==> src/design/ufp_pkg.sv <==
`default_nettype none
package ufp_pkg;

   // Parser phases; code 7 is unused and behaves like waiting for the first sync.
   typedef enum logic [2:0] {
      PH_SYNC1 = 3'd0,
      PH_SYNC2 = 3'd1,
      PH_CMD   = 3'd2,
      PH_LENLO = 3'd3,
      PH_LENHI = 3'd4,
      PH_DATA  = 3'd5,
      PH_CHECK = 3'd6
   } ufp_phase_type;

   // Result kinds.
   localparam logic [1:0] KIND_EVENT = 2'd0;
   localparam logic [1:0] KIND_REPLY = 2'd1;
   localparam logic [1:0] KIND_ERROR = 2'd2;

   // Event types.
   localparam logic [2:0] EV_BUTTON  = 3'd0;
   localparam logic [2:0] EV_BATTERY = 3'd1;
   localparam logic [2:0] EV_CHARGE  = 3'd2;
   localparam logic [2:0] EV_VERSION = 3'd3;
   localparam logic [2:0] EV_UNKNOWN = 3'd4;

   // Command codes.
   localparam logic [7:0] CMD_BUTTON  = 8'd1;
   localparam logic [7:0] CMD_BATTERY = 8'd2;
   localparam logic [7:0] CMD_CHARGE  = 8'd3;
   localparam logic [7:0] CMD_VERSION = 8'd4;

   // Acknowledge frame constants.
   localparam logic [7:0] ACK_SYNC_A  = 8'h5A;
   localparam logic [7:0] ACK_SYNC_B  = 8'hA5;
   localparam logic [7:0] ACK_ONE     = 8'h01;
   localparam logic [7:0] ACK_ZERO    = 8'h00;
   localparam logic [7:0] CODE_BTN1   = 8'hF1;
   localparam logic [7:0] CODE_BTN3   = 8'hFC;
   localparam logic [7:0] CODE_CHG4   = 8'hF4;
   localparam logic [7:0] CODE_CHGX   = 8'hF5;
   localparam int         ACK_LEN     = 7;

   // Register reset values.
   localparam logic [7:0] SYNC_FIRST_RESET  = 8'h5A;
   localparam logic [7:0] SYNC_SECOND_RESET = 8'hA5;

   // Register indexes.
   localparam logic REG_SYNC_FIRST  = 1'b0;
   localparam logic REG_SYNC_SECOND = 1'b1;

   // Descriptor queue between parser and result generator.
   localparam int FIFO_DEPTH = 4;
   localparam int FIFO_PTR_W = 2;

   // One finished frame as seen by the result generator.
   typedef struct packed {
      logic        err;
      logic [2:0]  event_type;
      logic [31:0] event_value;
      logic        reply;
      logic [7:0]  code;
   } ufp_desc_type;

   // Byte idx of the acknowledge frame; the checksum of the first six
   // bytes folds to code + 1.
   function automatic logic [7:0] ack_byte(input logic [2:0] idx, input logic [7:0] code);
      logic [7:0] b;
      case (idx)
         3'd0:    b = ACK_SYNC_A;
         3'd1:    b = ACK_SYNC_B;
         3'd2:    b = ACK_ONE;
         3'd3:    b = ACK_ONE;
         3'd4:    b = ACK_ZERO;
         3'd5:    b = code;
         default: b = code + ACK_ONE;
      endcase
      return b;
   endfunction

endpackage
`default_nettype wire

==> src/design/ufp_front.sv <==
`default_nettype none
module ufp_front #(
   parameter int VALUE_BYTES = 4
) (
   input  wire logic                clock,
   input  wire logic                reset,
   input  wire logic                accept,
   input  wire logic [7:0]          rx_byte,
   input  wire logic                csr_write,
   input  wire logic                csr_index,
   input  wire logic [7:0]          csr_data,
   output logic                     desc_push,
   output ufp_pkg::ufp_desc_type    desc
);
   import ufp_pkg::*;

   // Bytes of the payload that enter the value, never more than 32 bits.
   localparam int KEEP_BYTES = (VALUE_BYTES < 4) ? VALUE_BYTES : 4;

   ufp_phase_type phase_ff, phase_in;
   logic [7:0]  sync_first_ff, sync_second_ff;
   logic [7:0]  sum_ff, sum_in;
   logic [7:0]  cmd_ff, cmd_in;
   logic [15:0] len_ff, len_in;
   logic [15:0] br_ff, br_in;
   logic [31:0] val_ff, val_in;
   logic [7:0]  sum_plus;
   logic [15:0] br_next;
   logic [15:0] len_full;
   logic [4:0]  shift;

   assign sum_plus = sum_ff + rx_byte;
   assign br_next  = br_ff + 16'd1;
   assign len_full = {rx_byte, len_ff[7:0]};
   assign shift    = {br_ff[1:0], 3'b000};

   // Configuration registers.
   always_ff @(posedge clock) begin
      if (reset) begin
         sync_first_ff  <= SYNC_FIRST_RESET;
         sync_second_ff <= SYNC_SECOND_RESET;
      end else if (csr_write) begin
         if (csr_index == REG_SYNC_FIRST) sync_first_ff <= csr_data;
         if (csr_index == REG_SYNC_SECOND) sync_second_ff <= csr_data;
      end
   end

   // Next phase.
   always_comb begin
      phase_in = phase_ff;
      if (accept) begin
         unique case (phase_ff)
            PH_SYNC2: phase_in = (rx_byte == sync_second_ff) ? PH_CMD : PH_SYNC1;
            PH_CMD:   phase_in = PH_LENLO;
            PH_LENLO: phase_in = PH_LENHI;
            PH_LENHI: phase_in = (len_full == 16'd0) ? PH_CHECK : PH_DATA;
            PH_DATA:  phase_in = (br_next >= len_ff) ? PH_CHECK : PH_DATA;
            PH_CHECK: phase_in = PH_SYNC1;
            default:  phase_in = (rx_byte == sync_first_ff) ? PH_SYNC2 : PH_SYNC1;
         endcase
      end
   end

   // Frame fields and running checksum.
   always_comb begin
      sum_in = sum_ff;
      cmd_in = cmd_ff;
      len_in = len_ff;
      br_in  = br_ff;
      val_in = val_ff;
      if (accept) begin
         unique case (phase_ff)
            PH_SYNC2: sum_in = (rx_byte == sync_second_ff) ? sum_plus : 8'd0;
            PH_CMD: begin
               cmd_in = rx_byte;
               sum_in = sum_plus;
            end
            PH_LENLO: begin
               len_in = {8'd0, rx_byte};
               sum_in = sum_plus;
            end
            PH_LENHI: begin
               len_in = len_full;
               val_in = 32'd0;
               br_in  = 16'd0;
               sum_in = sum_plus;
            end
            PH_DATA: begin
               sum_in = sum_plus;
               if (cmd_ff != CMD_VERSION && br_ff < 16'(KEEP_BYTES))
                  val_in = val_ff | (32'(rx_byte) << shift);
               br_in = br_next;
            end
            PH_CHECK: begin
               sum_in = 8'd0;
               len_in = 16'd0;
            end
            default: sum_in = (rx_byte == sync_first_ff) ? sum_plus : 8'd0;
         endcase
      end
   end

   // Classification of a finished frame.
   always_comb begin
      desc_push        = accept && (phase_ff == PH_CHECK);
      desc.err         = (rx_byte != sum_ff);
      desc.event_value = val_ff;
      desc.reply       = 1'b0;
      desc.code        = CODE_CHGX;
      unique case (cmd_ff)
         CMD_BUTTON: begin
            desc.event_type = EV_BUTTON;
            desc.reply      = (val_ff == 32'd1) || (val_ff == 32'd3);
            desc.code       = (val_ff == 32'd1) ? CODE_BTN1 : CODE_BTN3;
         end
         CMD_BATTERY: desc.event_type = EV_BATTERY;
         CMD_CHARGE: begin
            desc.event_type = EV_CHARGE;
            desc.reply      = 1'b1;
            desc.code       = (val_ff == 32'd4) ? CODE_CHG4 : CODE_CHGX;
         end
         CMD_VERSION: begin
            desc.event_type  = EV_VERSION;
            desc.event_value = 32'd0;
         end
         default: desc.event_type = EV_UNKNOWN;
      endcase
   end

   // State registers.
   always_ff @(posedge clock) begin
      if (reset) begin
         phase_ff <= PH_SYNC1;
         sum_ff   <= 8'd0;
         cmd_ff   <= 8'd0;
         len_ff   <= 16'd0;
         br_ff    <= 16'd0;
         val_ff   <= 32'd0;
      end else begin
         phase_ff <= phase_in;
         sum_ff   <= sum_in;
         cmd_ff   <= cmd_in;
         len_ff   <= len_in;
         br_ff    <= br_in;
         val_ff   <= val_in;
      end
   end

   // A descriptor leaves only on a checksum byte, and the parser then restarts.
   a_push_restarts: assert property (@(posedge clock) disable iff (reset)
      desc_push |=> (phase_ff == PH_SYNC1) && (sum_ff == 8'd0))
      else $error("parser did not restart after a checksum byte");

   // The count of payload bytes never passes the length while collecting.
   a_count_bound: assert property (@(posedge clock) disable iff (reset)
      (phase_ff == PH_DATA) |-> (br_ff < len_ff))
      else $error("payload count passed the frame length");

   // Unused phase code is never entered.
   a_phase_used: assert property (@(posedge clock) disable iff (reset)
      phase_ff != ufp_phase_type'(3'd7))
      else $error("parser entered an unused phase");

endmodule
`default_nettype wire

==> src/design/ufp_fifo.sv <==
`default_nettype none
module ufp_fifo (
   input  wire logic                clock,
   input  wire logic                reset,
   input  wire logic                push,
   input  ufp_pkg::ufp_desc_type    push_data,
   input  wire logic                pop,
   output logic                     full,
   output logic                     empty,
   output ufp_pkg::ufp_desc_type    head
);
   import ufp_pkg::*;

   ufp_desc_type slot_ff [FIFO_DEPTH];
   logic [FIFO_PTR_W-1:0] wr_ff, rd_ff;
   logic [FIFO_PTR_W:0]   count_ff, count_in;
   logic do_push, do_pop;

   assign full    = (count_ff == (FIFO_PTR_W+1)'(FIFO_DEPTH));
   assign empty   = (count_ff == '0);
   assign head    = slot_ff[rd_ff];
   assign do_push = push && !full;
   assign do_pop  = pop && !empty;

   // Occupancy after this beat.
   always_comb begin
      count_in = count_ff;
      if (do_push && !do_pop) count_in = count_ff + 1'b1;
      else if (do_pop && !do_push) count_in = count_ff - 1'b1;
   end

   // Pointers and occupancy.
   always_ff @(posedge clock) begin
      if (reset) begin
         wr_ff    <= '0;
         rd_ff    <= '0;
         count_ff <= '0;
      end else begin
         if (do_push) wr_ff <= wr_ff + 1'b1;
         if (do_pop) rd_ff <= rd_ff + 1'b1;
         count_ff <= count_in;
      end
   end

   // Descriptor storage.
   always_ff @(posedge clock) begin
      if (do_push) slot_ff[wr_ff] <= push_data;
   end

   // Occupancy stays within the depth.
   a_count_range: assert property (@(posedge clock) disable iff (reset)
      count_ff <= (FIFO_PTR_W+1)'(FIFO_DEPTH))
      else $error("descriptor queue overflow");

   // Occupancy agrees with the pointers.
   a_ptr_match: assert property (@(posedge clock) disable iff (reset)
      (wr_ff - rd_ff) == count_ff[FIFO_PTR_W-1:0])
      else $error("queue pointers disagree with occupancy");

   // A push into a queue that is full is never offered.
   a_no_drop: assert property (@(posedge clock) disable iff (reset)
      !(push && full))
      else $error("descriptor pushed into a full queue");

endmodule
`default_nettype wire

==> src/design/ufp_back.sv <==
`default_nettype none
module ufp_back (
   input  wire logic                clock,
   input  wire logic                reset,
   input  wire logic                desc_empty,
   input  ufp_pkg::ufp_desc_type    desc,
   output logic                     desc_pop,
   output logic                     rsp_empty,
   input  wire logic                rsp_pop,
   output logic [1:0]               rsp_result_kind,
   output logic [2:0]               rsp_event_type,
   output logic [31:0]              rsp_event_value,
   output logic [7:0]               rsp_reply_byte,
   output logic                     rsp_last_of_run
);
   import ufp_pkg::*;

   logic [2:0]  step_ff, step_in;
   logic        valid_ff;
   logic [1:0]  kind_ff, kind_in;
   logic [2:0]  type_ff, type_in;
   logic [31:0] value_ff, value_in;
   logic [7:0]  byte_ff, byte_in;
   logic        last_ff, last_in;
   logic        advance;
   logic        final_step;

   // A new result enters the output register when it is free or being taken.
   assign advance    = !desc_empty && (!valid_ff || rsp_pop);
   assign final_step = (step_ff == 3'(ACK_LEN)) || (step_ff == 3'd0 && (desc.err || !desc.reply));
   assign desc_pop   = advance && final_step;

   // Result for the current step of the head descriptor.
   always_comb begin
      kind_in  = KIND_REPLY;
      type_in  = EV_BUTTON;
      value_in = 32'd0;
      byte_in  = ack_byte(step_ff - 3'd1, desc.code);
      last_in  = final_step;
      step_in  = final_step ? 3'd0 : step_ff + 3'd1;
      if (step_ff == 3'd0) begin
         byte_in = 8'd0;
         if (desc.err) begin
            kind_in = KIND_ERROR;
         end else begin
            kind_in  = KIND_EVENT;
            type_in  = desc.event_type;
            value_in = desc.event_value;
         end
      end
   end

   // Step counter and output valid.
   always_ff @(posedge clock) begin
      if (reset) begin
         step_ff  <= 3'd0;
         valid_ff <= 1'b0;
      end else begin
         if (advance) begin
            step_ff  <= step_in;
            valid_ff <= 1'b1;
         end else if (rsp_pop) begin
            valid_ff <= 1'b0;
         end
      end
   end

   // Output payload register.
   always_ff @(posedge clock) begin
      if (advance) begin
         kind_ff  <= kind_in;
         type_ff  <= type_in;
         value_ff <= value_in;
         byte_ff  <= byte_in;
         last_ff  <= last_in;
      end
   end

   assign rsp_empty       = !valid_ff;
   assign rsp_result_kind = kind_ff;
   assign rsp_event_type  = type_ff;
   assign rsp_event_value = value_ff;
   assign rsp_reply_byte  = byte_ff;
   assign rsp_last_of_run = last_ff;

   // Mid-reply, the head descriptor is still queued.
   a_step_has_head: assert property (@(posedge clock) disable iff (reset)
      (step_ff != 3'd0) |-> !desc_empty)
      else $error("reply in progress without a descriptor");

   // Mid-reply, the head is a good frame that asks for an acknowledge.
   a_step_is_reply: assert property (@(posedge clock) disable iff (reset)
      (step_ff != 3'd0) |-> (desc.reply && !desc.err))
      else $error("reply step on a descriptor without a reply");

   // The step counter never passes the frame length.
   a_step_range: assert property (@(posedge clock) disable iff (reset)
      step_ff <= 3'(ACK_LEN))
      else $error("reply step out of range");

endmodule
`default_nettype wire

==> src/design/uart_frame_parser_with_reply.sv <==
`default_nettype none
// Channel  Ports                                  Beat
// -------  -------------------------------------  --------------------------------
// input    req_push, req_full, req_rx_byte        push high and full low
// result   rsp_empty, rsp_pop, rsp_result_kind..  pop high and empty low
// config   csr_write, csr_index, csr_data         write high, no wait
//
// One received byte is taken per cycle while the descriptor queue has room.
// Each checksum byte queues one descriptor; the result generator turns it into
// one result, or eight for an acknowledged event, at one result per cycle while results are popped.
// The result register is reloaded in the cycle it is popped, so results drain
// back to back; req_full rises only when four finished frames are waiting.
// Reset is synchronous and active high; no clearing pass follows it.
module uart_frame_parser_with_reply #(
   parameter int VALUE_BYTES = 4
) (
   input  wire logic        clock,
   input  wire logic        reset,
   input  wire logic        req_push,
   output logic             req_full,
   input  wire logic [7:0]  req_rx_byte,
   output logic             rsp_empty,
   input  wire logic        rsp_pop,
   output logic [1:0]       rsp_result_kind,
   output logic [2:0]       rsp_event_type,
   output logic [31:0]      rsp_event_value,
   output logic [7:0]       rsp_reply_byte,
   output logic             rsp_last_of_run,
   input  wire logic        csr_write,
   input  wire logic        csr_index,
   input  wire logic [7:0]  csr_data
);
   import ufp_pkg::*;

   ufp_desc_type push_desc, head_desc;
   logic push, pop, q_full, q_empty, accept;

   assign req_full = q_full;
   assign accept   = req_push && !q_full;

   ufp_front #(.VALUE_BYTES(VALUE_BYTES)) u_front (
      .clock     (clock),
      .reset     (reset),
      .accept    (accept),
      .rx_byte   (req_rx_byte),
      .csr_write (csr_write),
      .csr_index (csr_index),
      .csr_data  (csr_data),
      .desc_push (push),
      .desc      (push_desc)
   );

   ufp_fifo u_fifo (
      .clock     (clock),
      .reset     (reset),
      .push      (push),
      .push_data (push_desc),
      .pop       (pop),
      .full      (q_full),
      .empty     (q_empty),
      .head      (head_desc)
   );

   ufp_back u_back (
      .clock           (clock),
      .reset           (reset),
      .desc_empty      (q_empty),
      .desc            (head_desc),
      .desc_pop        (pop),
      .rsp_empty       (rsp_empty),
      .rsp_pop         (rsp_pop),
      .rsp_result_kind (rsp_result_kind),
      .rsp_event_type  (rsp_event_type),
      .rsp_event_value (rsp_event_value),
      .rsp_reply_byte  (rsp_reply_byte),
      .rsp_last_of_run (rsp_last_of_run)
   );

endmodule
`default_nettype wire

==> config.mk <==
export PLATFORM = sky130hd
export DESIGN_NAME = uart_frame_parser_with_reply
export DESIGN_NICKNAME = d
export VERILOG_FILES = /design/src/design/ufp_pkg.sv /design/src/design/ufp_front.sv /design/src/design/ufp_fifo.sv /design/src/design/ufp_back.sv /design/src/design/uart_frame_parser_with_reply.sv
export SDC_FILE = /design/constraint.sdc
export NUM_CORES = 1
export LEC_CHECK = 0
export BUFFER_PORTS_ARGS = -buffer_cell sky130_fd_sc_hd__buf_2
export CORE_ASPECT_RATIO = 2
export CORE_UTILIZATION = 55
export CTS_CLUSTER_DIAMETER = 60
export DETAILED_ROUTE_END_ITERATION = 12
export PLACE_DENSITY = 0.81
export SETUP_SLACK_MARGIN = 0.15
export SYNTH_ARGS = -nofsm -noshare
export SYNTH_HDL_FRONTEND = slang
export SYNTH_SLANG_ARGS = --single-unit
==> constraint.sdc <==
create_clock -name clock -period 7 [get_ports clock]
set_input_delay 1.4 -clock clock [delete_from_list [all_inputs] [get_ports clock]]
set_output_delay 1.4 -clock clock [all_outputs]
set_load 0.01 [all_outputs]
==> results of run 1 <==
[state kept, by name, indices dropped and copies added (netlist names), 6 cells and up, named ones only]
register                flops
u_back.rsp_event_value     32
u_back.rsp_reply_byte       6
u_fifo.slot_ff            160
u_front.br_ff              16
u_front.cmd_ff              8
u_front.len_ff             16
u_front.sum_ff              8
u_front.sync_first_ff       8
u_front.sync_second_ff      8
u_front.val_ff             32
[logic make-up (layout without fill, tap and decap cells)]
kind of cell / after synthesis / in the layout
xor+xnor: 45 / 45
buf+inv: 98 / 165
fa+ha+maj: 38 / 38
compound gates: 153 / 153
mux: 59 / 59
simple gates: 351 / 351
flops: 316 / 316
[worst max-delay path, stage by stage (launching register included)]
cell and delay, ps:
sky130_fd_sc_hd__dfxtp_1 500, sky130_fd_sc_hd__ha_1 290, sky130_fd_sc_hd__nand3_1 220, sky130_fd_sc_hd__nor3_1 530, sky130_fd_sc_hd__nand2_1 150, sky130_fd_sc_hd__xnor2_1 160, sky130_fd_sc_hd__ha_1 300, sky130_fd_sc_hd__nand2_1 60
sky130_fd_sc_hd__o21ai_0 110, sky130_fd_sc_hd__a2111oi_0 370, sky130_fd_sc_hd__o21ai_0 150, sky130_fd_sc_hd__a221oi_1 490, sky130_fd_sc_hd__o31ai_1 110
[metrics by stage]
stage          utilization [%]  worst slack, ps  power (mW)  instances
2_1_floorplan                -             3150        2.06       1060
3_3_place_gp              58.5             3390        2.09       1366
3_5_place_dp              58.5             3360        2.09       1366
4_1_cts                   61.9             3420        3.48       1414
5_1_grt                   61.9             3160        3.55       1414
6_report                  61.9             3420        3.46       1414
[layer usage]
layer / up-vias / wire, µm
met4: 0 / 1170
met5: - / 0
met1: 4119 / 9840
met3: 75 / 1000
li1: 3949 / -
met2: 237 / 15000
[placed cells by master, fill, tap and decap left out, drive strengths merged, types with 21 or more instances in the layout]
master  count
a21oi      66
buf        75
clkbuf     36
dfxtp     112
edfxtp    204
ha         36
inv        43
mux4       40
nand2      56
nand3      34
nor2      109
nor2b      65
o21ai      21
xor2       28
[cells in the mapped netlist (all sizes together) (18+ instances only)]
cell	instances	area, µm²
mux4	40	901
nand3	34	175
nor2	109	412
xor2	28	245
o21ai	21	105
nand2	56	210
a21oi	66	330
inv	41	154
ha	36	450
nor2b	65	407
dfxtp	112	2240
mux2i	19	190
clkbuf	42	158
edfxtp	204	6130
a22oi	18	135
nor4	20	131
[power by group]
part	internal, mW	switching, mW
Clock	0.749	0.668
Sequential	1.96	0.00625
Combinational	0.0239	0.0524
Total	2.74	0.726
[path summary, 6_finish.rpt]
kind / slack (ps) / startpoint / depth (start not counted) / to
max: 3420 / u_front.br_ff[0]$_SDFFE_PP0P_ / 12 / u_front.phase_ff[1]$_SDFFE_PP0P_
min: 460 / u_front.sum_ff[6]$_SDFFE_PP0P_ / 2 / u_front.sum_ff[6]$_SDFFE_PP0P_
max reg2reg: 3420 / u_front.br_ff[0]$_SDFFE_PP0P_ / 12 / u_front.phase_ff[1]$_SDFFE_PP0P_
min reg2reg: 460 / u_front.sum_ff[6]$_SDFFE_PP0P_ / 2 / u_front.sum_ff[6]$_SDFFE_PP0P_
[area by class of cell]
type / count / area share [%]
clock inverter: 12 / 0.532
tap: 287 / 2.42
clock buffer: 36 / 5.00
inverter: 42 / 1.06
sequential: 316 / 56.5
multi-input combinational: 646 / 31.8
timing repair buffer: 75 / 2.64
==> results.sh, run 1 <==
export IMPL_timing_final_hold_violations=0
export IMPL_criticalPathCategory="reg2reg"
export IMPL_synth_compound_area_share_pct=6.96
export IMPL_avgViaCountPerCell=5.93
export IMPL_die_area_um2=25100
export IMPL_cp_required_ps=7400
export IMPL_finish_net_count=1167
export IMPL_total_iterations_of_the_first_detailed_routing_run=6
export IMPL_critPathArrivalTime_ps=3980
export IMPL_p_per_area_nw_per_um2=234
export IMPL_fp_dieH_um=223
export IMPL_globalRouteMet3Util_pct=2.44
export IMPL_maxCapViolations=0
export IMPL_route_vias_total=8380
export IMPL_synthesis_instances=1060
export IMPL_buffer_ports_inserted=69
export IMPL_avgRoutedWirePerCell_um=19.1
export IMPL_layout_area_overhead_vs_synth_pct=10.1
export IMPL_clock_tree_root_cell="sky130_fd_sc_hd__clkbuf_16"
export IMPL_coreArea_um2=23900
export IMPL_grt_busiest_layer="met2"
export IMPL_worst_slew_margin_rel_pct=19.0
export IMPL_boundaryPins=70
export IMPL_clk_latency_ps=550
export IMPL_async_flop_share_pct=0
export IMPL_clock_sinks=316
export IMPL_number_of_antenna_violations_at_the_first_check_in_global_routing=0
export IMPL_ys_ff_latch=316
export IMPL_final_hold_worst_slack_ps=461
export IMPL_worst_ir_drop_vdd_mv=0.200
export IMPL_overflow=0
export IMPL_num_antenna_cells=0
export IMPL_dpl_hpwl_mm=17.8
export IMPL_detail_route_antenna_nets=0
export IMPL_wl_mm=27.0
export IMPL_synth_edf_count=204
export IMPL_cts_tree="done"
export IMPL_detail_route_iter0_violations=523
export IMPL_period_minus_slack_ps=3580
export IMPL_initial_core_util_pct=56.2
export IMPL_synth_warning_count=0
export IMPL_floorplan_rows=80
export IMPL_timing_hold_worst_class="reg2reg"
export IMPL_yosys_mux_area_fraction_pct=8.11
export IMPL_post_synth_and_or_nand_nor_area_fraction_pct=13.3
export IMPL_clk_pin_slew_ps=70
export IMPL_ys_seq_area_share_pct=62.2
export IMPL_cts_hold_buffers=0
export IMPL_synth_main_ff_cell="sky130_fd_sc_hd__edfxtp_1"
export IMPL_fin_worst_skew_ps=14.6
export IMPL_grt_usage_pct=22.0
export IMPL_dpl_cell_area_um2=14000
export IMPL_htree_num_levels=1
export IMPL_yosys_area_share_adder_pct=3.65
export IMPL_post_cts_setup_buffer_count=0
export IMPL_synth_distinct_cells=57
export IMPL_gr_usage_met1_pct=23.1
export IMPL_post_synth_cell_area_avg_um2=12.7
export IMPL_fin_area_um2=14800
export IMPL_clock_tree_buffer_depth=3
export IMPL_grt_first_pass_wirelength_mm=43.1
export IMPL_startpoint_type="register"
export IMPL_synth_cell_area_um2=13500
export IMPL_fin_crit_sh_pct=51.1
export IMPL_drive_gt1_share_pct=15.4
export IMPL_cp_max_fo=9
export IMPL_worst_setup_path_end_kind="register"
export IMPL_remaining_drc_errors=0
export IMPL_final_max_slew_viol_count=0
export IMPL_die_w_um=113
export IMPL_static_leakage_power_nw=5.42
export IMPL_ff_latch_area_um2=8370
export IMPL_grt_pass1_vias=8472
export IMPL_grt_met2_usage_pct=42.3
export IMPL_worstMarginPinSlew_ps=1210
export IMPL_cts_resized=0
export IMPL_grt_start_max_net_pins=74
export IMPL_max_freq_ghz=0.279
export IMPL_largest_family_of_logic_cells_by_synthesized_area="simple AND/OR/NAND/NOR gates"
export IMPL_fillers=1752
export IMPL_rsz0062_at_grt="no"
export IMPL_final_estimated_routing_congestion_in_global_placement=0.890
export IMPL_report_final_setup_viol=0
export IMPL_tritoncts_num_buffers=26
export IMPL_multi_input_comb_area_um2=4710
export IMPL_outcome="finished clean"
export IMPL_syn_num_nets=1120
export IMPL_sum_of_negative_setup_slack_ps=0
export IMPL_yosys_area_share_xor_xnor_pct=2.93
Power figures use the tool's default switching activity.
==> inputs of run 2 (changes only) <==
--- a/config.mk
+++ b/config.mk
@@ -5,6 +5,7 @@
 export SDC_FILE = /design/constraint.sdc
 export NUM_CORES = 1
 export LEC_CHECK = 0
+export ABC_AREA = 1
 export BUFFER_PORTS_ARGS = -buffer_cell sky130_fd_sc_hd__buf_2
 export CORE_ASPECT_RATIO = 2
 export CORE_UTILIZATION = 55
==> constraint.sdc (replaced) <==
create_clock -name clock -period 3.5 [get_ports clock]
set_input_delay 0.7 -clock clock [delete_from_list [all_inputs] [get_ports clock]]
set_output_delay 0.7 -clock clock [all_outputs]
set_load 0.01 [all_outputs]
==> run 2 against run 1 <==
  * Worst hold slack worse by 82 ps
  * Non-clock buffer count grew 13
  * Design area grew 3.7%
  * Final cell count rose by 29%
  * Synthesized area is 2.9% higher
  * Clock skew is 4.9 ps lower
  * Critical path depth rose by 5
  * Clock-buffer cell count fell by 4
  * Clock power is 100% higher
  * Sequential power grew 130%
  * Power rose to 2.5 times the previous value
  * Maximum frequency is 33% higher
==> results.sh, run 2 <==
export IMPL_fin_crit_sh_pct=76.9
export IMPL_grt_start_max_net_pins=49
export IMPL_worst_slew_margin_rel_pct=35.0
export IMPL_post_synth_and_or_nand_nor_area_fraction_pct=17.6
export IMPL_total_iterations_of_the_first_detailed_routing_run=7
export IMPL_async_flop_share_pct=0
export IMPL_postLayoutSetupSlackWorst_ps=809
export IMPL_detail_route_iter0_violations=591
export IMPL_initial_core_util_pct=56.4
export IMPL_yosys_area_share_xor_xnor_pct=1.76
export IMPL_post_synth_cell_area_avg_um2=9.74
export IMPL_post_layout_total_power_mw=8.81
export IMPL_largest_register="u_fifo.slot_ff"
export IMPL_synth_common_cells="sky130_fd_sc_hd__nor2_1 (251), sky130_fd_sc_hd__edfxtp_1 (204), sky130_fd_sc_hd__nand2_1 (144)"
export IMPL_synthDominantCellAreaShare_pct=44.3
export IMPL_flop_pwr_share_pct=50.8
export IMPL_dpl_hpwl_mm=19.9
export IMPL_cts_resized=0
export IMPL_avgViaCountPerCell=5.62
export IMPL_clkPwrFrac_pct=33.0
export IMPL_synth_edf_count=204
export IMPL_fin_area_um2=15400
export IMPL_route_vias_total=10200
export IMPL_final_max_slew_viol_count=0
export IMPL_number_of_antenna_violations_at_the_first_check_in_global_routing=0
export IMPL_path_cells="buf_4 > nand3_2 > nor3_4 > nand3_2 > nor3_2 > nand2_1 > nand2_1 > inv_1 > ha_1 > a21oi_1 > a21oi_1 > nor2_1 > nand3_1 > nand2_1 > nand2_1 > nand2_1 > a21oi_1"
export IMPL_coreArea_um2=24500
export IMPL_ys_seq_area_share_pct=60.5
export IMPL_fin_util_pct=62.6
export IMPL_yosys_area_share_adder_pct=3.54
export IMPL_criticalPathCategory="reg2reg"
export IMPL_synth_cell_area_um2=13800
export IMPL_cts_hold_buffers=0
export IMPL_final_estimated_routing_congestion_in_global_placement=0.913
export IMPL_floorplan_rows=81
export IMPL_clock_sinks=316
export IMPL_htree_num_levels=1
export IMPL_cp_required_ps=3910
export IMPL_p_per_area_nw_per_um2=574
export IMPL_synth_distinct_cells=47
export IMPL_detail_route_antenna_nets=0
export IMPL_r2r_setup_slack_ps=810
export IMPL_dpl_cell_area_um2=14500
export IMPL_boundaryPins=70
export IMPL_pre_cts_ws_ps=830
export IMPL_synthesis_instances=1420
export IMPL_sum_of_negative_setup_slack_ps=0
export IMPL_clk_pin_slew_ps=70
export IMPL_outcome="finished clean"
export IMPL_pwr_share_comb_pct=16.2
export IMPL_die_w_um=114
export IMPL_largest_family_of_logic_cells_by_synthesized_area="simple AND/OR/NAND/NOR gates"
export IMPL_startpoint_type="register"
export IMPL_rsz0062_at_grt="no"
export IMPL_fillers=1983
export IMPL_worst_path_max_delay_cell="sky130_fd_sc_hd__dfxtp_1"
export IMPL_synth_main_ff_cell="sky130_fd_sc_hd__edfxtp_1"
export IMPL_post_cts_setup_buffer_count=0
export IMPL_worst_ir_drop_vdd_mv=0.383
export IMPL_synth_warning_count=0
export IMPL_worstMarginPinSlew_ps=973
export IMPL_ys_ff_latch=316
export IMPL_yosys_mux_area_fraction_pct=0
export IMPL_tritoncts_num_buffers=26
export IMPL_maxCapViolations=0
export IMPL_overflow=0
export IMPL_critPathArrivalTime_ps=3100
export IMPL_grt_usage_pct=23.8
export IMPL_timing_hold_worst_class="in2reg"
export IMPL_cts_tree="done"
export IMPL_grt_pass1_vias=10100
export IMPL_total_switching_power_mw=2.34
export IMPL_grt_first_pass_wirelength_mm=47.9
export IMPL_report_final_setup_viol=0
export IMPL_max_freq_ghz=0.372
export IMPL_finish_net_count=1532
export IMPL_ff_latch_area_um2=8370
export IMPL_num_antenna_cells=0
export IMPL_layout_area_overhead_vs_synth_pct=11.0
export IMPL_post_synth_top_area_cell="sky130_fd_sc_hd__edfxtp_1"
export IMPL_synth_compound_area_share_pct=10.7
export IMPL_mostFrequentLayoutCell="sky130_fd_sc_hd__nor2_1"
export IMPL_drive_gt1_share_pct=11.5
export IMPL_syn_num_nets=1480
export IMPL_yosysMostFrequentCell="sky130_fd_sc_hd__nor2_1"
export IMPL_ys_top_cells_by_area="sky130_fd_sc_hd__edfxtp_1 (44%), sky130_fd_sc_hd__dfxtp_1 (16%), sky130_fd_sc_hd__nor2_1 (6.8%)"
export IMPL_remaining_drc_errors=0
export IMPL_clock_tree_buffer_depth=3
export IMPL_wl_mm=29.9
export IMPL_clk_latency_ps=540
export IMPL_static_leakage_power_nw=5.72
export IMPL_buffer_ports_inserted=69
export IMPL_cp_max_fo=25
export IMPL_largest_register_ffs=160
export IMPL_p_int_mw=6.47
export IMPL_period_minus_slack_ps=2690
export IMPL_fin_worst_skew_ps=9.63
export IMPL_fp_dieH_um=226
export IMPL_slowest_stage_delay_cp_ps=330
export IMPL_most_common_layout_cells="sky130_fd_sc_hd__nor2_1 (247), sky130_fd_sc_hd__edfxtp_1 (204), sky130_fd_sc_hd__nand2_1 (144), sky130_fd_sc_hd__a21oi_1 (132), sky130_fd_sc_hd__inv_1 (131)"
export IMPL_timing_final_hold_violations=0
export IMPL_power_share_switching_pct=26.5
export IMPL_avgRoutedWirePerCell_um=16.4
export IMPL_clock_tree_root_cell="sky130_fd_sc_hd__clkbuf_16"
export IMPL_multi_input_comb_area_um2=4700
export IMPL_worst_setup_path_end_kind="register"
export IMPL_cpMostUsedCell="sky130_fd_sc_hd__nand2_1"
export IMPL_die_area_um2=25800
[run 2: critical path: cells and delay by family (launching register included)]
family / cells / cell delay (ps)
AOI/OAI and AO/OA: 3 / 340
and+or+nand+nor: 11 / 1290
buffers and inverters: 2 / 310
DFF: 1 / 330
adders and majority gates: 1 / 280
[run 2: kinds of logic after synthesis]
group,after synthesis
AO/OA/AOI/OAI,278
adder cells (fa/ha/maj),38
buffers and inverters,202
XOR/XNOR,27
AND/OR/NAND/NOR,559
flip-flops,316
[run 2: layout make-up]
cell class	instances	area share [%]
sequential	316	54.5
multi-input combinational	902	30.6
clock buffer	32	4.52
inverter	138	3.39
timing repair buffer	88	3.18
tap	332	2.71
clock inverter	16	1.07
[run 2: path summary, 6_finish.rpt]
| kind | startpoint | end | cells after the start |
|---|---|---|---|
| max | u_front.br_ff[0]$_SDFFE_PP0P_ | u_front.phase_ff[1]$_SDFFE_PP0P_ | 17 |
| min | csr_data[7] | u_front.sync_second_ff[7]$_SDFFE_PP1P_ | 3 |
| max reg2reg | u_front.br_ff[0]$_SDFFE_PP0P_ | u_front.phase_ff[1]$_SDFFE_PP0P_ | 17 |
| min reg2reg | u_front.sum_ff[4]$_SDFFE_PP0P_ | u_front.sum_ff[4]$_SDFFE_PP0P_ | 2 |
[run 2: routing by layer]
| metal | wire length (µm) | vias up | part of all wire [%] | GRT usage, % |
|---|---|---|---|---|
| li1 | - | 4936 | - | - |
| met1 | 10100 | 4759 | 34 | 23.7 |
| met2 | 16300 | 421 | 54 | 45.0 |
| met3 | 1770 | 131 | 5.9 | 2.86 |
| met4 | 1710 | 0 | 5.7 | 16.1 |
| met5 | 0 | - | 0 | 0 |
[run 2: power groups by stage]
stage	clock network, mW	registers [mW]	logic, mW
finish	2.91	4.47	1.42
detailed placement	0	4.56	1.41
CTS	2.95	4.48	1.43
global placement	0	4.55	1.38
global route	3.07	4.51	1.57
floorplan	0	4.71	0.761
[run 2: stage by stage]
| step | instances | hold slack [ps] |
|---|---|---|
| 6_report | 1824 | 379 |
| 5_1_grt | 1824 | 382 |
| 4_1_cts | 1824 | 359 |
| 3_5_place_dp | 1776 | 464 |
| 3_3_place_gp | 1776 | 456 |
| 2_1_floorplan | 1420 | 444 |
